<file path="config.mk">
export PLATFORM = sky130hd
export DESIGN_NAME = lwsu_queue
export DESIGN_NICKNAME = d
export VERILOG_FILES = /design/src/rtl/core/lwsu_pkg.sv /design/src/rtl/core/lwsu_queue.sv
export VERILOG_INCLUDE_DIRS = /design/src /design/src/rtl/core
export SDC_FILE = /design/constraint.sdc
export NUM_CORES = 1
export LEC_CHECK = 0
export ABC_AREA = 1
export ABC_CLOCK_PERIOD_IN_PS = 4400
export CAP_MARGIN = 30
export CORE_ASPECT_RATIO = 2
export CORE_MARGIN = 1.5
export CORE_UTILIZATION = 60
export CTS_CLUSTER_SIZE = 16
export DETAILED_ROUTE_END_ITERATION = 7
export DONT_BUFFER_PORTS = 1
export HOLD_SLACK_MARGIN = 0.1
export PLACE_DENSITY = 0.75
export SYNTH_ARGS = -nofsm -noshare
export SYNTH_HDL_FRONTEND = slang
export SYNTH_SLANG_ARGS = --single-unit
</file>
<file path="constraint.sdc">
create_clock -name i_clk -period 4.4 [get_ports i_clk]
set_input_delay 0.88 -clock i_clk [delete_from_list [all_inputs] [get_ports i_clk]]
set_output_delay 0.88 -clock i_clk [all_outputs]
set_load 0.01 [all_outputs]
</file>
<file path="src/rtl/core/lattice_worm_soil_update_defines.svh">
// assertion helpers shared by the lattice core modules
// both expect i_clk and i_rst_n in scope
`ifndef LATTICE_WORM_SOIL_UPDATE_DEFINES_SVH
`define LATTICE_WORM_SOIL_UPDATE_DEFINES_SVH

// same-cycle implication
`define LWSU_ASSERT_IMP(lbl, ante, cons) \
    lbl: assert property (@(posedge i_clk) disable iff (!i_rst_n) (ante) |-> (cons)) \
        else $error("lwsu assertion failed");

// next-cycle implication
`define LWSU_ASSERT_NXT(lbl, ante, cons) \
    lbl: assert property (@(posedge i_clk) disable iff (!i_rst_n) (ante) |=> (cons)) \
        else $error("lwsu assertion failed");

`endif

</file>
<file path="src/rtl/core/lwsu_pkg.sv">
package lwsu_pkg;

    localparam int MAX_SIDE    = 512;
    localparam int SPECIES     = 3;
    localparam int PROB_BITS   = 16;

    localparam int COORD_W     = $clog2(MAX_SIDE);
    localparam int SIDE_W      = COORD_W + 1;
    localparam int ADDR_W      = 2 * COORD_W;
    localparam int CELL_W      = 3;
    localparam int PROB_W      = PROB_BITS + 1;
    localparam int CFG_IDX_W   = 3;
    localparam int CFG_DATA_W  = PROB_W > SIDE_W ? PROB_W : SIDE_W;
    localparam int QUEUE_DEPTH = 2;

    localparam logic [CELL_W-1:0] CODE_EMPTY = CELL_W'(0);
    localparam logic [CELL_W-1:0] CODE_NUT0  = CELL_W'(1);
    localparam logic [CELL_W-1:0] CODE_SOIL  = CELL_W'(SPECIES + 1);
    localparam logic [CELL_W-1:0] CODE_WORM0 = CELL_W'(SPECIES + 2);
    localparam logic [CELL_W-1:0] CODE_WORMN = CELL_W'(2 * SPECIES + 1);

    localparam logic [CFG_IDX_W-1:0] CFG_SIDE    = CFG_IDX_W'(0);
    localparam logic [CFG_IDX_W-1:0] CFG_FILL    = CFG_IDX_W'(1);
    localparam logic [CFG_IDX_W-1:0] CFG_DEATH   = CFG_IDX_W'(2);
    localparam logic [CFG_IDX_W-1:0] CFG_BREED   = CFG_IDX_W'(3);
    localparam logic [CFG_IDX_W-1:0] CFG_EXCRETE = CFG_IDX_W'(4);

    localparam logic [SIDE_W-1:0] SIDE_RESET    = SIDE_W'(500);
    localparam logic [PROB_W-1:0] FILL_RESET    = PROB_W'(32768);
    localparam logic [PROB_W-1:0] DEATH_RESET   = PROB_W'(1560);
    localparam logic [PROB_W-1:0] BREED_RESET   = PROB_W'(65536);
    localparam logic [PROB_W-1:0] EXCRETE_RESET = PROB_W'(65536);

    typedef enum logic [1:0] {
        KIND_WRITE  = 2'd0,
        KIND_READ   = 2'd1,
        KIND_UPDATE = 2'd2,
        KIND_NONE   = 2'd3
    } t_kind;

    typedef enum logic [1:0] {
        ST_FETCH,
        ST_EXEC,
        ST_NBRW
    } t_back_state;

    typedef struct packed {
        logic fill;
        logic death;
        logic breed;
        logic excrete;
    } t_pass;

    typedef struct packed {
        t_kind               kind;
        logic                bad;
        logic [ADDR_W-1:0]   site_addr;
        logic [ADDR_W-1:0]   nbr_addr;
        logic [CELL_W-1:0]   wval;
        t_pass               pass;
    } t_item;

    function automatic logic is_worm(input logic [CELL_W-1:0] c);
        return (c >= CODE_WORM0) && (c <= CODE_WORMN);
    endfunction

    // nutrient code eaten by worm c: species (k+1) mod SPECIES
    function automatic logic [CELL_W-1:0] prey_code(input logic [CELL_W-1:0] c);
        logic [CELL_W-1:0] k;
        k = c - CODE_WORM0;
        return (k == CELL_W'(SPECIES - 1)) ? CODE_NUT0 : k + CELL_W'(2);
    endfunction

    // nutrient left behind by worm c
    function automatic logic [CELL_W-1:0] dropping_code(input logic [CELL_W-1:0] c);
        return c - CODE_WORM0 + CODE_NUT0;
    endfunction

endpackage

</file>
<file path="src/rtl/core/lwsu_queue.sv">
`include "lattice_worm_soil_update_defines.svh"

module lwsu_queue (
    input  logic             i_clk,
    input  logic             i_rst_n,
    input  logic             i_push,
    input  lwsu_pkg::t_item  i_item,
    output logic             o_ready,
    output logic             o_valid,
    output lwsu_pkg::t_item  o_item,
    input  logic             i_pop
);
    import lwsu_pkg::*;

    localparam int PTR_W = $clog2(QUEUE_DEPTH);
    localparam int CNT_W = $clog2(QUEUE_DEPTH + 1);

    t_item              r_slot [QUEUE_DEPTH];
    logic [PTR_W-1:0]   r_wr_ptr;
    logic [PTR_W-1:0]   r_rd_ptr;
    logic [CNT_W-1:0]   r_count;
    logic [CNT_W-1:0]   n_count;
    logic               push;
    logic               pop;

    assign o_ready = r_count != CNT_W'(QUEUE_DEPTH);
    assign o_valid = r_count != '0;
    assign o_item  = r_slot[r_rd_ptr];
    assign push    = i_push && o_ready;
    assign pop     = i_pop && o_valid;

    always_comb begin
        n_count = r_count;
        if (push && !pop)
            n_count = r_count + CNT_W'(1);
        else if (pop && !push)
            n_count = r_count - CNT_W'(1);
    end

    always_ff @(posedge i_clk) begin
        if (!i_rst_n) begin
            r_wr_ptr <= '0;
            r_rd_ptr <= '0;
            r_count  <= '0;
        end else begin
            r_count <= n_count;
            if (push)
                r_wr_ptr <= (r_wr_ptr == PTR_W'(QUEUE_DEPTH - 1)) ? '0 : r_wr_ptr + PTR_W'(1);
            if (pop)
                r_rd_ptr <= (r_rd_ptr == PTR_W'(QUEUE_DEPTH - 1)) ? '0 : r_rd_ptr + PTR_W'(1);
        end
    end

    always_ff @(posedge i_clk) begin
        if (push)
            r_slot[r_wr_ptr] <= i_item;
    end

    `LWSU_ASSERT_IMP(a_count_bound, 1'b1, r_count <= CNT_W'(QUEUE_DEPTH))
    `LWSU_ASSERT_NXT(a_count_up, push && !pop, r_count == $past(r_count) + CNT_W'(1))
    `LWSU_ASSERT_NXT(a_count_down, pop && !push, r_count == $past(r_count) - CNT_W'(1))

endmodule

</file>
# Word level (Yosys, flattened, before mapping)
# Memory sizes are Yosys's and may differ from the RTL's. A register that Yosys moved wholly into a read port is not among the register bits.
# Index checks and enable logic that the tools add are counted.
[word_totals] ramBits=92 reg_bits=4 memories=1
[op_classes] reduce_logical=8 n_mux=8 n_addsub=4 n_eq_ne=1
[mem_list] memory="r_slot" words=2 word_bits=46 read_ports=1 rd_ports_with_merged_regs=1 write_ports=1 line="lwsu_queue.sv:18" text="t_item r_slot [QUEUE_DEPTH];"
[ops] cell="2-to-1 mux 1 bit" n=6
[ops] cell="logical AND 1 bit" n=4
[ops] cell="2-to-1 mux 2 bit" n=2
[ops] cell="nonzero test 2 bit" n=2
[ops] cell="adder 1 bit, second input constant" n=2
[ops] cell="adder 2 x 1 -> 2 bit, second input constant" n=1
[ops] cell="logical NOT 1 bit" n=2
[ops] cell="inequality test 2 bit, second input constant" n=1
[ops] cell="subtractor 2 x 1 -> 2 bit, second input constant" n=1

# Logic depth before layout (Yosys ltp)
# Gate-level depths: netlist of the first run.
[depth] depth_word=6 ltp_mapped=11 depth_no_buf=11

# Least setup slack after synthesis of the first run
# OpenSTA, ideal clock, no wires.
[synth_path] path_type="in2reg" start="in i_push" end="mem r_slot[0][0] (netlist bit) (enable)" stages=2 slack_ns=1.046 setup_ns=0.450 n_path_buf=0 arrival_time_ns=2.904 path_cell_list="nand2_1 -> nor2_1"
[synth_via] elab_chain_len=3
[synth_rtl] item="start, declared" line="lwsu_queue.sv:6" text="input logic i_push,"
[synth_rtl] item="logical AND 1 bit" line="lwsu_queue.sv:29" text="assign push = i_push && o_ready;"
[synth_rtl] item="2-to-1 mux 1 bit" line="lwsu_queue.sv:55" text="if (push)"
[synth_rtl] item="2-to-1 mux 1 bit (implied by the code)" line="lwsu_queue.sv:56" text="r_slot[r_wr_ptr] <= i_item;"
[synth_rtl] item="end, declared" line="lwsu_queue.sv:18"
# No other way between the ends.

==> impl_results.md, run 1 <==
* Clock share of power at 0.294
* Crit end category: output port
* Routed via count at ~1500
* Post-Syn Instances at 180
* Synth area leaders: edfxtp_1 73%, mux2_4 16%, dfxtp_1 2.7%, buf_12 2.1%, mux2_2 1.8%
* Top cell type's share of synthesized area at 0.734
* Port bufs at 0
* Register share of total power at 0.497
* R2R cell count at 5
* Tot GR Track Use at 0.177
* Clock skew at roughly 0.006 ns
* CTS H-tree depth at 3
* DRC Markers at 0
* Reg clk slew, reported paths at about 0.06 ns
* Layout Cells excl Fill at approximately 260
* CP max FO at 18
* Slew Limit Headroom at 0.621
* Routed Antenna Nets at 0
* CTS tree: built
* Layout area overhead at 9.05%
* Effective utilization at floorplan at 0.626
* Post-place setup slack at between 1.5 and 2 ns
* Hold_sp: r_rd_ptr
* Peak VDD IR at 424 uV
* Vias in the first global route at ~1700
* First-pass GRT wire length at between 8000 and 9000 um
* Final Slew Violations at 0
* Clk sinks at between 90 and 100
* Pint at ~1.8 mW
* Vert. Die Dim at ~110 um
* Post-synthesis register bit count at 97
* Endpoints failing setup at 0
* Core Area at roughly 0.0060 mm^2
* Clk buf depth at 2
* N_diodes at 0
* Final hold slack at 0.531 ns
* RR Endpoint: r_slot[0][4]
* Critical Path Source Type: register
* DR WL/cell at about 22 um
* Leak Pwr at between 1 and 1.5 nW
* Initial antenna violation count at 0
* I/O Pins at 98
* Net Sw Frac at 0.258
* Num CTS Buffers at 9
* First drt pass iteration count at 4
* Quantity of gates resized following cts at 0
* Pwr/cell area at around 610 mW/mm^2
* Finished Cell Area at ~0.0041 mm^2
* Cell Count Post-Placement at ~240
* Fmax at about 360 MHz
* Die ar. at 0.00678 mm^2
* DR vias/cell at 6.00
* Sequential cell area at roughly 0.0029 mm^2
* Req. time, crit path at 3.52 ns
* GR Overflow Total at 0
* Placer Congestion at 0.698
* DRT iter0 DRCs at 78
* Final period demand of the worst path at roughly 2.8 ns
* Critical path class: register to output port
* Status: completed
* Setup bufs post-CTS at 0
* Mapped Avg Cell Area at ~21 um^2
* Share of cells above drive strength 1 at 0.349
* Syn nets at around 230
* Fin util at 0.683
* Post-synthesis cell area at ~0.0038 mm^2
* HPWL Detailed at 3980 um
* Register area share after synthesis at 0.761
* Tot Pwr at 2.48 mW
* Nets at 241
* Area leader, netlist: edfxtp_1
* WL final at between 5000 and 6000 um
* Worst path arrival time at ~1.9 ns
* Hold Path Sink: r_rd_ptr
* Switch Pwr at approximately 640 uW
* Worst hold stages at 2
* Placed cell areas at roughly 0.0038 mm^2
* Least-Margin Pin Slew at 0.568 ns
* YS warnings at 0
* Fill count at 370
* Synth unique cells at 15
* Final worst-path setup slack at 1.60 ns
* Post-CTS Hold Buffers at 0
* Multi-input logic area at between 700 and 800 um^2
* Clk Latency, worst-skew pair at 0.33 ns
* RSZ-0062 raised after global routing: false
* Largest net degree at the start of global routing at 35
* Min-Delay Path Class: register to register
* Setup TNS at 0 ns
* Period utilization at 0.636
* Chip Width at 59.0 um
* Max Cap Violations at 0
* Hold Vio Cnt, Final at 0
* Flop2flop setup slack at 2.29 ns
* # rows at 40
* Clock Tree Root: clkbuf_16
* FF-to-FF Start: r_count[0]
* Gate power share at 0.210
-- logic make-up after synthesis --
kind of cell               after synthesis  share of synthesized area
DFF                                     97                      0.761
and+or+nand+nor                         19                     0.0200
buffers and inverters                   13                     0.0323
AOI/OAI and AO/OA                        4                    0.00599
adders and majority gates                1                    0.00333
muxes                                   46                      0.178
-- synthesized netlist by cell type, drive strengths merged --
library cell / number
a21oi: 1
buf: 5
dfxtp: 5
edfxtp: 92
ha: 1
inv: 8
mux2: 46
nand2: 9
nand3: 1
nand4: 1
nor2: 8
o21a: 1
o21ai: 2
-- routing by layer --
layer,GRT usage,vias up,wire [um]
met4,0.0742,0,93
met2,0.306,78,3270
met3,0.105,6,587
met1,0.162,765,1760
met5,0,-,0
li1,-,700,-
-- worst max path at each step --
| stage | to | cells after the start |
|---|---|---|
| 2_1_floorplan | r_slot[0][0] | 2 |
| 3_3_place_gp | o_item[20] | 2 |
| 3_5_place_dp | o_item[15] | 2 |
| 4_1_cts | o_item[15] | 2 |
| 5_1_grt | o_item[15] | 3 |
| 6_report | o_item[15] | 3 |
-- state kept, by name (all words and copies together) (netlist names), named ones only --
name / count
r_slot: 92
r_count: 2
r_wr_ptr: 1
r_rd_ptr: 1
-- critical path, cell delays in order (launching register included) --
cell	delay (ns)
dfxtp_2	0.69
buf_16	0.25
buf_4	0.29
mux2_4	0.36
-- power groups by stage --
stage / Sequential (mW) / Clock [mW] / Combinational, mW
after floorplan: 1.22 / 0 / 0.488
after global placement: 1.26 / 0 / 0.470
after detailed placement: 1.27 / 0 / 0.492
after CTS: 1.26 / 0.747 / 0.494
after global routing: 1.25 / 0.779 / 0.560
final: 1.23 / 0.729 / 0.520
-- layout by cell type, fill, tap and decap left out, drive strengths merged --
cell type and instances:
ha 1, o21a 1, nand3 1, edfxtp 92, nand4 1, o21ai 2, a21oi 1, clkbuf 9
inv 8, dfxtp 5, buf 4, clkinvlp 1, mux2 46, clkinv 5, nand2 9, bufinv 1
nor2 8
-- final cells by class --
class                   instances  area share
clock buffers                   9      0.0549
clock inverters                 7      0.0149
inverters                       8     0.00732
multi-input cells              70       0.193
flip-flops and latches         97       0.698
well taps                      63      0.0192
repair buffers                  4      0.0122
(Power assumes the default switching activity.)
==> run 2, diff against run 1 <==
ABC_CLOCK_PERIOD_IN_PS = 2700   (was 4400)
clock period = 2.7 ns   (was 4.4 ns; I/O delays follow)
==> run 2 against run 1 <==
Utilization decreased by 0.12 points; total power increased by 59%; worst setup slack got worse by 1.1 ns; critical path depth decreased by 1; via count decreased by 1.0%; first-iteration DRC count decreased by 23%; global-route usage decreased by 0.33 points; design area decreased by 0.18%; combinational power increased by 66%.
==> impl_results.md, run 2 (synthesis results as in run 1) <==
* Status: completed
* Clk buf depth at 2
* Largest net degree at the start of global routing at 32
* Hold Vio Cnt, Final at 0
* Fin util at 0.682
* Cell Count Post-Placement at ~240
* Routed via count at 1533
* RSZ-0062 raised after global routing: false
* Layout area overhead at 8.85%
* Commonest non-fill, non-tap cell in the layout: edfxtp_1
* Tot GR Track Use at 0.174
* Leak Pwr at between 1 and 1.5 nW
* Initial antenna violation count at 0
* Pwr/cell area at between 900 and 1000 mW/mm^2
* Critical Path Source Type: register
* Placer Congestion at approximately 0.73
* Clk sinks at slightly below 100
* First-pass GRT wire length at between 8000 and 9000 um
* I/O Pins at 98
* Sequential cell area at roughly 0.0029 mm^2
* Largest register FFs at between 90 and 100
* Share of cells above drive strength 1 at 0.332
* WL final at between 5000 and 6000 um
* Nets at around 240
* Fill count at 370
* Peak VDD IR at approximately 660 uV
* Multi-input logic area at 793 um^2
* Vias in the first global route at ~1600
* GR Overflow Total at 0
* Effective utilization at floorplan at 0.626
* CTS H-tree depth at 3
* Layout Cells excl Fill at approximately 260
* Port bufs at 0
* Num CTS Buffers at 9
* CP max FO at 18
* Die ar. at 0.00678 mm^2
* DR vias/cell at 5.92
* Slew Limit Headroom at 0.644
* Final period demand of the worst path at between 2 and 2.5 ns
* Critical path class: register to output port
* Finished Cell Area at a little over 0.004 mm^2
* CTS tree: built
* Worst path arrival time at about 1.7 ns
* Routed Antenna Nets at 0
* Worst path cell trace: buf_12 > mux2_2
* Setup bufs post-CTS at 0
* Leading registers by flop count: r_slot x92, r_count x2
* Quantity of gates resized following cts at 0
* Post-CTS Hold Buffers at 0
* DRT iter0 DRCs at 60
* Vert. Die Dim at around 110 um
* Least-Margin Pin Slew at between 0.5 and 0.6 ns
* DRC Markers at 0
* Max Cap Violations at 0
* Largest Register: r_slot
* Core Area at roughly 0.0060 mm^2
* Worst path slowest cell: dfxtp_2
* Reg clk slew, reported paths at approximately 0.060 ns
* Clk Latency, worst-skew pair at roughly 0.33 ns
* # rows at 40
* Clock skew at around 0.0048 ns
* DR WL/cell at 22.0 um
* Min-Delay Path Class: primary input to register
* Crit end category: output port
* First drt pass iteration count at 4
* Placed cell areas at slightly below 0.004 mm^2
* Clock Tree Root: clkbuf_16
* Final hold slack at between 0.3 and 0.4 ns
* Crit-path max cell delay at about 0.67 ns
* N_diodes at 0
* HPWL Detailed at about 4100 um
* Req. time, crit path at around 2.2 ns
* Final Slew Violations at 0
* Fmax at between 400 and 500 MHz
* Commonest non-fill, non-tap cells in the layout: 92 x edfxtp_1, 40 x mux2_4, 9 x nand2_1, 9 x clkbuf_16, 8 x inv_1
* Chip Width at 59.0 um
* Endpoints failing setup at 0
* Period utilization at 0.813
-- run 2: changes by cell type in the layout (fill, tap and decap cells not counted) --
cell,before,now
buf_12,0,3
clkinv_1,1,4
clkinv_2,4,2
buf_16,1,0
buf_4,3,2
bufinv_16,1,0
clkbuf_1,0,1
clkinvlp_4,1,0
-- run 2: path summary, 6_finish.rpt --
path | start | slack (ns) | to | depth (start not counted)
setup / recovery | register | 0.51 | o_item[32] | 2
hold / removal | i_item[45] | 0.30 | r_slot[1][45] | 0
setup reg to reg | r_count[0] | 0.76 | r_slot[0][16] | 5
hold reg to reg | r_rd_ptr | 0.53 | register | 3
-- run 2: per-stage QoR --
| step | total power [mW] | worst slack [ns] | setup TNS [ns] |
|---|---|---|---|
| 6_report | 3.94 | 0.505 | 0 |
| 5_1_grt | 4.10 | 0.451 | 0 |
| 4_1_cts | 3.98 | 0.484 | 0 |
| 3_5_place_dp | 2.91 | 0.791 | 0 |
| 3_3_place_gp | 2.86 | 0.889 | 0 |
| 2_1_floorplan | 2.79 | -0.320 | -29.43 |
-- run 2: report_power, final --
| part | switching, mW | leakage, nW | total [mW] | internal [mW] |
|---|---|---|---|---|
| registers | 0.102 | 0.900 | 2.01 | 1.90 |
| clock network | 0.466 | 0.126 | 1.07 | 0.607 |
| logic | 0.463 | 0.436 | 0.865 | 0.403 |
-- run 2: final cells by class --
cell class | count | area share
Tap cell | 63 | 0.0192
Multi-Input combinational cell | 70 | 0.194
Sequential cell | 97 | 0.699
Clock buffer | 10 | 0.0559
Inverter | 8 | 0.00733
Clock inverter | 6 | 0.00611
Timing Repair Buffer | 5 | 0.0183
-- run 2: worst max-delay path, delay by kind of cell (launching register included) --
| kind | cells | cell delay [ns] |
|---|---|---|
| buffers and inverters | 1 | 0.26 |
| DFF | 1 | 0.67 |
| muxes | 1 | 0.39 |
-- run 2: per-layer routing --
layer / GRT usage / part of all wire / up-vias
met3: 0.0889 / 0.088 / 9
met1: 0.164 / 0.33 / 751
met2: 0.301 / 0.56 / 68
met5: 0 / 0 / -
li1: - / - / 705
met4: 0.0818 / 0.017 / 0
