--- src/rtl/core/lattice_worm_soil_update_defines.svh ---
// assertion helpers shared by the lattice core modules
// both expect i_clk and i_rst_n in scope
`ifndef LATTICE_WORM_SOIL_UPDATE_DEFINES_SVH
`define LATTICE_WORM_SOIL_UPDATE_DEFINES_SVH

// same-cycle implication
`define LWSU_ASSERT_IMP(lbl, ante, cons) \
    lbl: assert property (@(posedge i_clk) disable iff (!i_rst_n) (ante) |-> (cons)) \
        else $error("lwsu assertion failed");

// next-cycle implication
`define LWSU_ASSERT_NXT(lbl, ante, cons) \
    lbl: assert property (@(posedge i_clk) disable iff (!i_rst_n) (ante) |=> (cons)) \
        else $error("lwsu assertion failed");

`endif

--- src/rtl/core/lwsu_pkg.sv ---
package lwsu_pkg;

    localparam int MAX_SIDE    = 512;
    localparam int SPECIES     = 3;
    localparam int PROB_BITS   = 16;

    localparam int COORD_W     = $clog2(MAX_SIDE);
    localparam int SIDE_W      = COORD_W + 1;
    localparam int ADDR_W      = 2 * COORD_W;
    localparam int CELL_W      = 3;
    localparam int PROB_W      = PROB_BITS + 1;
    localparam int CFG_IDX_W   = 3;
    localparam int CFG_DATA_W  = PROB_W > SIDE_W ? PROB_W : SIDE_W;
    localparam int QUEUE_DEPTH = 2;

    localparam logic [CELL_W-1:0] CODE_EMPTY = CELL_W'(0);
    localparam logic [CELL_W-1:0] CODE_NUT0  = CELL_W'(1);
    localparam logic [CELL_W-1:0] CODE_SOIL  = CELL_W'(SPECIES + 1);
    localparam logic [CELL_W-1:0] CODE_WORM0 = CELL_W'(SPECIES + 2);
    localparam logic [CELL_W-1:0] CODE_WORMN = CELL_W'(2 * SPECIES + 1);

    localparam logic [CFG_IDX_W-1:0] CFG_SIDE    = CFG_IDX_W'(0);
    localparam logic [CFG_IDX_W-1:0] CFG_FILL    = CFG_IDX_W'(1);
    localparam logic [CFG_IDX_W-1:0] CFG_DEATH   = CFG_IDX_W'(2);
    localparam logic [CFG_IDX_W-1:0] CFG_BREED   = CFG_IDX_W'(3);
    localparam logic [CFG_IDX_W-1:0] CFG_EXCRETE = CFG_IDX_W'(4);

    localparam logic [SIDE_W-1:0] SIDE_RESET    = SIDE_W'(500);
    localparam logic [PROB_W-1:0] FILL_RESET    = PROB_W'(32768);
    localparam logic [PROB_W-1:0] DEATH_RESET   = PROB_W'(1560);
    localparam logic [PROB_W-1:0] BREED_RESET   = PROB_W'(65536);
    localparam logic [PROB_W-1:0] EXCRETE_RESET = PROB_W'(65536);

    typedef enum logic [1:0] {
        KIND_WRITE  = 2'd0,
        KIND_READ   = 2'd1,
        KIND_UPDATE = 2'd2,
        KIND_NONE   = 2'd3
    } t_kind;

    typedef enum logic [1:0] {
        ST_FETCH,
        ST_EXEC,
        ST_NBRW
    } t_back_state;

    typedef struct packed {
        logic fill;
        logic death;
        logic breed;
        logic excrete;
    } t_pass;

    typedef struct packed {
        t_kind               kind;
        logic                bad;
        logic [ADDR_W-1:0]   site_addr;
        logic [ADDR_W-1:0]   nbr_addr;
        logic [CELL_W-1:0]   wval;
        t_pass               pass;
    } t_item;

    function automatic logic is_worm(input logic [CELL_W-1:0] c);
        return (c >= CODE_WORM0) && (c <= CODE_WORMN);
    endfunction

    // nutrient code eaten by worm c: species (k+1) mod SPECIES
    function automatic logic [CELL_W-1:0] prey_code(input logic [CELL_W-1:0] c);
        logic [CELL_W-1:0] k;
        k = c - CODE_WORM0;
        return (k == CELL_W'(SPECIES - 1)) ? CODE_NUT0 : k + CELL_W'(2);
    endfunction

    // nutrient left behind by worm c
    function automatic logic [CELL_W-1:0] dropping_code(input logic [CELL_W-1:0] c);
        return c - CODE_WORM0 + CODE_NUT0;
    endfunction

endpackage

--- src/rtl/core/lwsu_in_if.sv ---
interface lwsu_in_if;
    import lwsu_pkg::*;

    logic                 valid;
    logic                 ready;
    logic [1:0]           kind;
    logic [COORD_W-1:0]   site_x;
    logic [COORD_W-1:0]   site_y;
    logic [CELL_W-1:0]    cell_value;
    logic                 nbr_axis;
    logic                 nbr_dir;
    logic [PROB_BITS-1:0] draw_first;
    logic [PROB_BITS-1:0] draw_second;

    modport source (
        output valid, kind, site_x, site_y, cell_value, nbr_axis, nbr_dir,
               draw_first, draw_second,
        input  ready
    );
    modport sink (
        input  valid, kind, site_x, site_y, cell_value, nbr_axis, nbr_dir,
               draw_first, draw_second,
        output ready
    );
endinterface

--- src/rtl/core/lwsu_front.sv ---
module lwsu_front (
    input  logic                             i_clk,
    input  logic                             i_rst_n,
    input  logic                             i_cfg_we,
    input  logic [lwsu_pkg::CFG_IDX_W-1:0]   i_cfg_idx,
    input  logic [lwsu_pkg::CFG_DATA_W-1:0]  i_cfg_data,
    lwsu_in_if.sink                          i_in,
    input  logic                             i_q_ready,
    output logic                             o_push,
    output lwsu_pkg::t_item                  o_item
);
    import lwsu_pkg::*;

    logic [SIDE_W-1:0]  r_side;
    logic [PROB_W-1:0]  r_fill;
    logic [PROB_W-1:0]  r_death;
    logic [PROB_W-1:0]  r_breed;
    logic [PROB_W-1:0]  r_excrete;

    logic [SIDE_W-1:0]  side_eff;
    logic [COORD_W-1:0] side_m1;
    logic [COORD_W-1:0] x;
    logic [COORD_W-1:0] y;
    logic [COORD_W-1:0] nx;
    logic [COORD_W-1:0] ny;
    logic [COORD_W-1:0] moved;
    logic [COORD_W-1:0] base;
    t_kind              kind;

    always_ff @(posedge i_clk) begin
        if (!i_rst_n) begin
            r_side    <= SIDE_RESET;
            r_fill    <= FILL_RESET;
            r_death   <= DEATH_RESET;
            r_breed   <= BREED_RESET;
            r_excrete <= EXCRETE_RESET;
        end else if (i_cfg_we) begin
            unique case (i_cfg_idx)
                CFG_SIDE:    r_side    <= i_cfg_data[SIDE_W-1:0];
                CFG_FILL:    r_fill    <= i_cfg_data[PROB_W-1:0];
                CFG_DEATH:   r_death   <= i_cfg_data[PROB_W-1:0];
                CFG_BREED:   r_breed   <= i_cfg_data[PROB_W-1:0];
                CFG_EXCRETE: r_excrete <= i_cfg_data[PROB_W-1:0];
                default: ;
            endcase
        end
    end

    always_comb begin
        priority if (r_side < SIDE_W'(2))
            side_eff = SIDE_W'(2);
        else if (r_side > SIDE_W'(MAX_SIDE))
            side_eff = SIDE_W'(MAX_SIDE);
        else
            side_eff = r_side;
    end

    assign side_m1 = COORD_W'(side_eff - SIDE_W'(1));
    assign x       = i_in.site_x;
    assign y       = i_in.site_y;
    assign kind    = t_kind'(i_in.kind);

    // toroidal step along the chosen axis
    assign base  = i_in.nbr_axis ? y : x;
    assign moved = i_in.nbr_dir ? ((base == side_m1) ? '0 : base + COORD_W'(1))
                                : ((base == '0) ? side_m1 : base - COORD_W'(1));
    assign nx    = i_in.nbr_axis ? x : moved;
    assign ny    = i_in.nbr_axis ? moved : y;

    always_comb begin
        o_item.kind         = kind;
        o_item.bad          = (kind != KIND_NONE) &&
                              (({1'b0, x} >= side_eff) || ({1'b0, y} >= side_eff));
        o_item.site_addr    = {x, y};
        o_item.nbr_addr     = {nx, ny};
        o_item.wval         = i_in.cell_value;
        o_item.pass.fill    = {1'b0, i_in.draw_first}  < r_fill;
        o_item.pass.death   = {1'b0, i_in.draw_first}  < r_death;
        o_item.pass.breed   = {1'b0, i_in.draw_second} < r_breed;
        o_item.pass.excrete = {1'b0, i_in.draw_second} < r_excrete;
    end

    assign i_in.ready = i_q_ready;
    assign o_push     = i_in.valid && i_q_ready;

endmodule

--- src/flat_wrapper.sv ---
// flat-port wrapper written by rule: the top's interface ports become plain ports
module lwsu_front_flat import lwsu_pkg::*;
  (i_clk, i_rst_n, i_cfg_we, i_cfg_idx, i_cfg_data, i_q_ready, o_push, o_item, i_in_valid, i_in_kind, i_in_site_x, i_in_site_y, i_in_cell_value, i_in_nbr_axis, i_in_nbr_dir, i_in_draw_first, i_in_draw_second, i_in_ready);
  lwsu_in_if i_in_i ();
  input  logic i_clk;
  input  logic i_rst_n;
  input  logic i_cfg_we;
  input  logic [lwsu_pkg::CFG_IDX_W-1:0] i_cfg_idx;
  input  logic [lwsu_pkg::CFG_DATA_W-1:0] i_cfg_data;
  input  logic i_q_ready;
  output logic o_push;
  output lwsu_pkg::t_item o_item;
  input wire logic [$bits(i_in_i.valid)-1:0] i_in_valid;
  input wire logic [$bits(i_in_i.kind)-1:0] i_in_kind;
  input wire logic [$bits(i_in_i.site_x)-1:0] i_in_site_x;
  input wire logic [$bits(i_in_i.site_y)-1:0] i_in_site_y;
  input wire logic [$bits(i_in_i.cell_value)-1:0] i_in_cell_value;
  input wire logic [$bits(i_in_i.nbr_axis)-1:0] i_in_nbr_axis;
  input wire logic [$bits(i_in_i.nbr_dir)-1:0] i_in_nbr_dir;
  input wire logic [$bits(i_in_i.draw_first)-1:0] i_in_draw_first;
  input wire logic [$bits(i_in_i.draw_second)-1:0] i_in_draw_second;
  output wire logic [$bits(i_in_i.ready)-1:0] i_in_ready;
  assign i_in_i.valid = i_in_valid;
  assign i_in_i.kind = i_in_kind;
  assign i_in_i.site_x = i_in_site_x;
  assign i_in_i.site_y = i_in_site_y;
  assign i_in_i.cell_value = i_in_cell_value;
  assign i_in_i.nbr_axis = i_in_nbr_axis;
  assign i_in_i.nbr_dir = i_in_nbr_dir;
  assign i_in_i.draw_first = i_in_draw_first;
  assign i_in_i.draw_second = i_in_draw_second;
  assign i_in_ready = i_in_i.ready;
  lwsu_front u_core (.i_clk(i_clk), .i_rst_n(i_rst_n), .i_cfg_we(i_cfg_we), .i_cfg_idx(i_cfg_idx), .i_cfg_data(i_cfg_data), .i_in(i_in_i), .i_q_ready(i_q_ready), .o_push(o_push), .o_item(o_item));
endmodule
--- config.mk ---
export PLATFORM = sky130hd
export DESIGN_NAME = lwsu_front_flat
export DESIGN_NICKNAME = d
export VERILOG_FILES = /design/src/rtl/core/lattice_worm_soil_update_defines.svh /design/src/rtl/core/lwsu_pkg.sv /design/src/rtl/core/lwsu_in_if.sv /design/src/rtl/core/lwsu_front.sv /design/src/flat_wrapper.sv
export SDC_FILE = /design/constraint.sdc
export NUM_CORES = 1
export LEC_CHECK = 0
export BUFFER_PORTS_ARGS = -buffer_cell sky130_fd_sc_hd__buf_2
export CORE_UTILIZATION = 40
export DETAILED_ROUTE_END_ITERATION = 12
export GPL_ROUTABILITY_DRIVEN = 0
export GPL_TIMING_DRIVEN = 0
export PLACE_DENSITY_LB_ADDON = 0.25
export SKIP_CTS_REPAIR_TIMING = 1
export SLEW_MARGIN = 20
export SYNTH_ARGS = -nofsm -noshare
export SYNTH_HDL_FRONTEND = slang
export SYNTH_SLANG_ARGS = --single-unit
--- constraint.sdc ---
create_clock -name i_clk -period 4.75 [get_ports i_clk]
set_input_delay 0.2375 -clock i_clk [delete_from_list [all_inputs] [get_ports i_clk]]
set_output_delay 0.2375 -clock i_clk [all_outputs]
set_load 0.005 [all_outputs]
== Word-level counts from Yosys, hierarchy flattened ==
Index checks and enable logic that the tools add are counted.

* Flip-flop bits (word level): 78
* Logic and storage cells: 40
* Bits of input ports: 82

* Order comparisons: 8
* Multiplexer cells: 8
* Reductions and logical operators: 10
* Add/subtract/negate cells: 3
* Equality and inequality tests: 6

{| class="wikitable"
|+ Operators with widths
! operator !! number
|-
| $lt 16x17->1 || 4
|-
| $mux 9 || 6
|-
| $ge 9x10->1 || 2
|-
| $mux 10 || 2
|-
| $sub 9x1->9 const B || 2
|-
| $gt 10x10->1 const B || 1
|-
| $lt 10x2->1 const B || 1
|-
| $reduce_and 2->1 || 5
|-
| $add 9x1->9 const B || 1
|-
| $eq 9x9->1 || 1
|-
| $logic_not 9->1 || 1
|-
| $eq 3x2->1 const B || 2
|-
| $eq 3x1->1 const B || 1
|-
| $eq 3x3->1 const B || 1
|-
| $logic_not 3->1 || 1
|-
| $logic_and 1x1->1 || 2
|-
| $ne 2x2->1 const B || 1
|-
| $logic_or 1x1->1 || 1
|}

== Logic depth before layout (Yosys ltp) ==
Gate-level depths: netlist of run 1.

* Depth in word-level cells: 8
* Mapped depth: 16
* Mapped depth without buffers: 12

== Worst setup path after synthesis of run 1 ==
OpenSTA, ideal clock, no wires.

* Path kind: flip-flop to output port
* Start: register u_core.r_side[6]
* End: output port o_item[23] (netlist name)
* Cell stages (with the launch flop): 15
* Arrival: 3.601 ns
* Buffers on the path: 3
* Slack: 0.911 ns
* Path through: dfxtp_1 clkbuf_2 nor4_2 a311oi_2 inv_1 ha_1 clkbuf_1 inv_1 o41ai_4 a21oi_1 or4_1 or4_4 buf_6 and3_1 a211o_1

{| class="wikitable"
|+ RTL lines
! what !! RTL line !! RTL
|-
| start: declaration || lwsu_front.sv:14 || <nowiki>logic [SIDE_W-1:0] r_side;</nowiki>
|-
| start signal: assignment || lwsu_front.sv:39 || <nowiki>CFG_SIDE: r_side <= i_cfg_data[SIDE_W-1:0];</nowiki>
|-
| end: declaration || flat_wrapper.sv:12 || <nowiki>output lwsu_pkg::t_item o_item;</nowiki>
|}

==> impl_metrics.csv, run 1 <==
group,metric,value,unit
run_status,status,"completed",
floorplanning,rows,45,
layout,area_growth_syn_to_layout,18.4,%
placed_design,port_buffers,122,
setup_path,critPathKind,"register to output port",
setup_path,crit_path_cell_trace,"clkbuf_2, nor4_4, a311oi_2, inv_1, ha_2, inv_1, o41ai_4, a21oi_1, or4_1, or4_4, buf_6, and3_1, a211o_1, buf_2",
sta,relSlewSlack,0.387,
setup_path,rr_endpoint,"u_core.r_side[9]",
setup_path,required,4.51,ns
grt,grt_overflow,0,
grt,grt_antenna_before_repair,0,
floorplanning,die_w,128,um
layout,final_cell_mix,"181 x nand2_1, 125 x buf_2, 80 x ha_1",
setup_path,critPathMostFrequentCell,"inv_1",
placed_design,hpwlAfterDp,13300,um
cts,htreeDepth,3,
layout,finish.instance_area,7530,um^2
sta,final.setup.tns,0,ns
yosys,synth_fp_nets,1003,
setup_path,critPathMaxFanout,10,
job,maxCapViolations,0,
yosys,syn_area,6350,um^2
sta,setup_viol,0,
floorplanning,dieArea,16400,um^2
cts,clock_path_buffers,2,
detailed_routing,drc,0,
detailed_routing,drtIter0Drc,352,
cts,clock_sinks,78,
placed_design,placed_area,7230,um^2
yosys,synth_area_leaders,"dfxtp_1 25%, ha_1 16%, nand2_1 11%",
power,power_density,227,nW/um^2
layout,finish.utilization,0.490,
floorplanning,initial_core_util,0.413,
yosys,yosysTopAreaCell,"dfxtp_1",
setup_path,critPathCapture,"o_item[23]",
power,power.total,1.71,mW
sta,fin_skew,0,ns
yosys,synth_edf_count,0,
cts,cts_buffers,9,
sta,rsz0062_at_grt,"false",
grt,grt_pass1_vias,5340,
detailed_routing,vias,5975,
setup_path,cp-startpoint,"u_core.r_side[6]",
layout,fin_nets,1135,
sta,final_max_slew_viol_count,0,
yosys,synth.avg_cell_area,7.57,um^2
sta,fin_crit_sh,0.946,
yosys,syn-instance-count,840,
detailed_routing,wl_per_cell,13.7,um
layout,n_fill_cell,1609,
sta,worst_pin_slew,0.912,ns
setup_path,startpoint_type,"register",
sta,timing.final.crit_period,4.50,ns
hold_path,min_path_type,"primary input to register",
setup_path,r2r_slack,3.78,ns
yosys,synth-seq-cells,78,
yosys,synth_cell_types,57,
setup_path,worstPathArrival,4.26,ns
yosys,ys.flop_type,"dfxtp_1",
setup_path,end_kind,"output port",
grt,grt_max_degree,14,
setup_path,cp_slowest_cell,"or4_1",
detailed_routing,first_pass_iters,5,
grt,grt_usage,0.203,
layout,n_antenna_cell,0,
grt,grt_pass1_wl,26500,um
floorplanning,core,15400,um^2
setup_path,max_stage_delay,0.56,ns
placed_design,dp.cells,1173,
setup_path,r2r_cells,3,
detailed_routing,via_per_inst,5.03,
detailed_routing,wl,16300,um
yosys,ys_warn_count,0,
layout,final_common_cell,"nand2_1",
layout,drive_above_1_share,0.185,
layout,layout.cells.non_filler,1188,
power,ir_drop,0.000184,V
power,leakagePower,3.18,nW
sta,hold_violations,0,
floorplanning,die_y,128,um
yosys,async_flop_share,0,
floorplanning,io_pins,130,
yosys,synth_seq_area_share,0.246,
cts,clkTransAtPathRegs,0.06,ns
setup_path,r2r_start,"u_core.r_side[9]",
cts,root_buffer,"clkbuf_16",
detailed_routing,ant_nets,0,
cts,clock_latency,0.33,ns
cts,cts_tree,"yes",
sta,fmax,222,MHz
yosys,yosysTopAreaCellShare,0.246,
-- per-stage QoR --
step | worst slack [ns] | hold WS (ns)
after floorplan | 0.911 | 0.361
after global placement | 0.233 | 0.451
after detailed placement | 0.231 | 0.457
after CTS | -0.140 | 0.200
after global routing | 0.0160 | 0.204
final | 0.255 | 0.208
-- critical path, delay by kind of cell, from the launching register on --
family / cells / cell delay [ns]
and+or+nand+nor: 4 / 1.61
adders and majority gates: 1 / 0.28
buffers and inverters: 5 / 0.75
AOI/OAI and AO/OA: 4 / 0.98
DFF: 1 / 0.29
-- routing by layer --
metal  part of all wire  wire length (um)  track usage
met5                  0                 0            0
met3              0.045               732       0.0234
met1               0.47              7690        0.265
met4              0.013               219       0.0540
met2               0.47              7670        0.355
-- state kept, by name (all words and copies together) (netlist names) --
name / cells
u_core.r_excrete: 17
u_core.r_death: 17
u_core.r_fill: 17
u_core.r_side: 10
u_core.r_breed: 17
-- logic make-up after synthesis --
| logic type | synth area share |
|---|---|
| adder cells (fa/ha/maj) | 0.159 |
| XOR/XNOR | 0.0215 |
| flip-flops | 0.246 |
| AO/OA/AOI/OAI | 0.231 |
| buffers and inverters | 0.104 |
| multiplexers | 0.0307 |
| AND/OR/NAND/NOR | 0.208 |
-- power by group --
group	leakage (nW)	switching [mW]	total [mW]	internal (mW)
combinational	2.42	0.207	0.380	0.173
sequential	0.632	0.00931	0.679	0.670
clock	0.131	0.269	0.652	0.383
total	3.18	0.485	1.71	1.23
-- synth_stat cells, drive strengths merged (6+ instances only) --
cell	n
nand3	19
a21oi	34
nor2b	6
buf	31
or3	8
mux2i	15
dfxtp	78
and3	7
nor3	14
inv	76
o21ai	26
o211ai	14
a31oi	7
clkbuf	36
xnor2	10
a21o	18
a21boi	65
nor2	21
nor4	9
a211oi	9
nand2	181
nand2b	14
ha	81
-- worst min path at each step --
stage	startpoint	to	slack (ns)	depth (start not counted)
2_1_floorplan	i_cfg_data[16]	u_core.r_breed[16]	0.36	2
4_1_cts	i_cfg_data[1]	u_core.r_death[1]	0.20	3
3_5_place_dp	u_core.r_death[11]	u_core.r_death[11]	0.46	2
6_report	i_cfg_data[11]	u_core.r_excrete[11]	0.21	3
3_3_place_gp	u_core.r_death[15]	u_core.r_death[15]	0.45	2
5_1_grt	i_cfg_data[14]	u_core.r_excrete[14]	0.20	3
-- area by class of cell --
class	instances	area, um^2	share of cell area
Timing Repair Buffer	122	611	0.0811
Inverter	77	289	0.0384
Clock inverter	4	31.3	0.00416
Multi-Input combinational cell	618	4150	0.551
Sequential cell	78	1560	0.207
Clock buffer	12	256	0.0341
Tap cell	211	264	0.0351
Buffer	66	367	0.0487
Power figures use the tool's default switching activity.
==> run 2, diff against run 1 <==
- REMOVE_ABC_BUFFERS: not set -> 1
==> run 2 against run 1 <==
  * Sequential share of layout area increased by 1.1 points
  * Count of clock-buffer cells in the layout increased by 1
  * Non-clock buffer count decreased by 65
  * Critical path depth decreased by 2
  * First-iteration DRC count decreased by 14%
  * Worst hold slack got worse by 0.0048 ns
  * Utilization decreased by 2.4 points
  * Clock power about the same
  * Global-route usage decreased by 0.21 points
  * Critical endpoint unchanged
  * Largest power group unchanged
==> impl_metrics.csv, run 2 (synthesis gave the netlist of run 1 again) <==
group,metric,value,unit
cts,clock_sinks,78,
grt,grt_antenna_before_repair,0,
setup_path,r2r_start,"u_core.r_side[9]",
setup_path,critPathMaxFanout,20,
grt,grt_max_degree,79,
cts,clkTransAtPathRegs,0.06,ns
placed_design,dp.cells,1107,
hold_path,min_from,"i_cfg_data[15]",
power,netSwitchingFraction,0.279,
cts,clock_latency,0.33,ns
layout,n_antenna_cell,0,
layout,n_fill_cell,1612,
sta,timing.final.crit_period,4.55,ns
floorplanning,dieArea,16400,um^2
placed_design,hpwlAfterDp,11800,um
power,p_switching,470,uW
hold_path,holdPathStages,3,
cts,root_buffer,"clkbuf_16",
layout,layout.cells.non_filler,1121,
power,leakagePower,3.00,nW
power,seqPwrFrac,0.404,
setup_path,critPathKind,"register to output port",
sta,fin_crit_sh,0.957,
sta,hold_violations,0,
grt,grt_pass1_wl,26400,um
power,p_int,1.22,mW
setup_path,cp-startpoint,"u_core.r_side[6]",
floorplanning,core,15400,um^2
power,pwr-share-clk,0.386,
setup_path,required,4.51,ns
layout,finish.utilization,0.466,
setup_path,r2r_slack,3.83,ns
layout,finish.instance_area,7160,um^2
sta,final_max_slew_viol_count,0,
placed_design,placed_area,6870,um^2
grt,grt_usage,0.201,
detailed_routing,wl_per_cell,14.0,um
setup_path,worstPathArrival,4.31,ns
layout,regArea,1560,um^2
power,ir_drop,0.000179,V
grt,grt_pass1_vias,5374,
setup_path,rr_endpoint,"u_core.r_side[9]",
detailed_routing,drtIter0Drc,304,
layout,area_growth_syn_to_layout,12.6,%
grt,grt_overflow,0,
setup_path,critPathMostFrequentCell,"inv_1",
floorplanning,rows,45,
cts,cts_tree,"yes",
floorplanning,die_y,128,um
setup_path,max_stage_delay,0.63,ns
sta,setup_viol,0,
setup_path,r2r_cells,2,
setup_path,cp_slowest_cell,"or4_4",
sta,rsz0062_at_grt,"false",
layout,final_cell_mix,"181 x nand2_1, 122 x buf_2, 80 x ha_1",
cts,cts_buffers,9,
power,combPwrFrac,0.210,
detailed_routing,vias,5784,
detailed_routing,via_per_inst,5.16,
hold_path,holdPathEnd,"u_core.r_death[15]",
placed_design,port_buffers,123,
setup_path,crit_path_cell_trace,"nor4_4, a311oi_2, inv_1, ha_2, inv_1, o41ai_4, a21oi_1, or4_1, or4_4, a31o_2, a211o_1, buf_2",
detailed_routing,wl,15600,um
floorplanning,io_pins,130,
hold_path,min_path_type,"primary input to register",
detailed_routing,ant_nets,0,
layout,fin_nets,1070,
layout,multi_input_area,4150,um^2
cts,htreeDepth,3,
detailed_routing,drc,0,
floorplanning,initial_core_util,0.413,
layout,drive_above_1_share,0.164,
sta,final.setup.tns,0,ns
setup_path,end_kind,"output port",
sta,relSlewSlack,0.333,
sta,worst_pin_slew,0.993,ns
cts,clock_path_buffers,2,
detailed_routing,first_pass_iters,4,
job,maxCapViolations,0,
power,power_density,236,nW/um^2
setup_path,startpoint_type,"register",
run_status,status,"completed",
sta,fmax,220,MHz
sta,fin_skew,0,ns
floorplanning,die_w,128,um
layout,final_common_cell,"nand2_1",
## run 2: cell types whose count changed in the layout (fill, tap and decap cells not counted), sizes merged
cell / delta
buf: -30
clkinvlp: -3
clkbuf: -34
## run 2: routing by layer
metal  routed length, um  global-route usage
met1                7960               0.272
met2                7060               0.340
met3                 489              0.0301
met4                 141              0.0422
met5                   0                   0
## run 2: worst max path at each step
stage | end | slack [ns] | depth (start not counted)
2_1_floorplan | o_item[23] | 0.99 | 11
3_3_place_gp | o_item[23] | 0.32 | 12
3_5_place_dp | o_item[23] | 0.33 | 12
4_1_cts | o_item[23] | -0.06 | 12
5_1_grt | o_item[23] | 0.02 | 12
6_report | o_item[23] | 0.20 | 12
## run 2: area by class of cell
class | count | area share
multi-input combinational | 618 | 0.580
sequential | 78 | 0.218
timing repair buffer | 123 | 0.0864
inverter | 77 | 0.0404
clock buffer | 13 | 0.0378
tap | 211 | 0.0369
clock inverter | 1 | 0.000699
## run 2: through the flow
stage	setup slack (ns)	hold slack, ns	total power, mW
2_1_floorplan	0.991	0.309	0.892
3_3_place_gp	0.320	0.454	1.05
3_5_place_dp	0.326	0.458	1.05
4_1_cts	-0.0614	0.199	1.70
5_1_grt	0.0187	0.205	1.78
6_report	0.202	0.203	1.69
## run 2: critical path: cells and delay by family (launching register included)
kind | cells | cell delay, ns
and+or+nand+nor | 3 | 1.58
adders and majority gates | 1 | 0.27
AOI/OAI and AO/OA | 5 | 1.31
DFF | 1 | 0.42
buffers and inverters | 3 | 0.38
## run 2: power by group through the flow
stage / logic, mW / registers, mW / clock network (mW)
6_report: 0.354 / 0.682 / 0.650
4_1_cts: 0.356 / 0.681 / 0.661
3_5_place_dp: 0.354 / 0.696 / 0
3_3_place_gp: 0.350 / 0.695 / 0
5_1_grt: 0.406 / 0.684 / 0.695
2_1_floorplan: 0.200 / 0.692 / 0
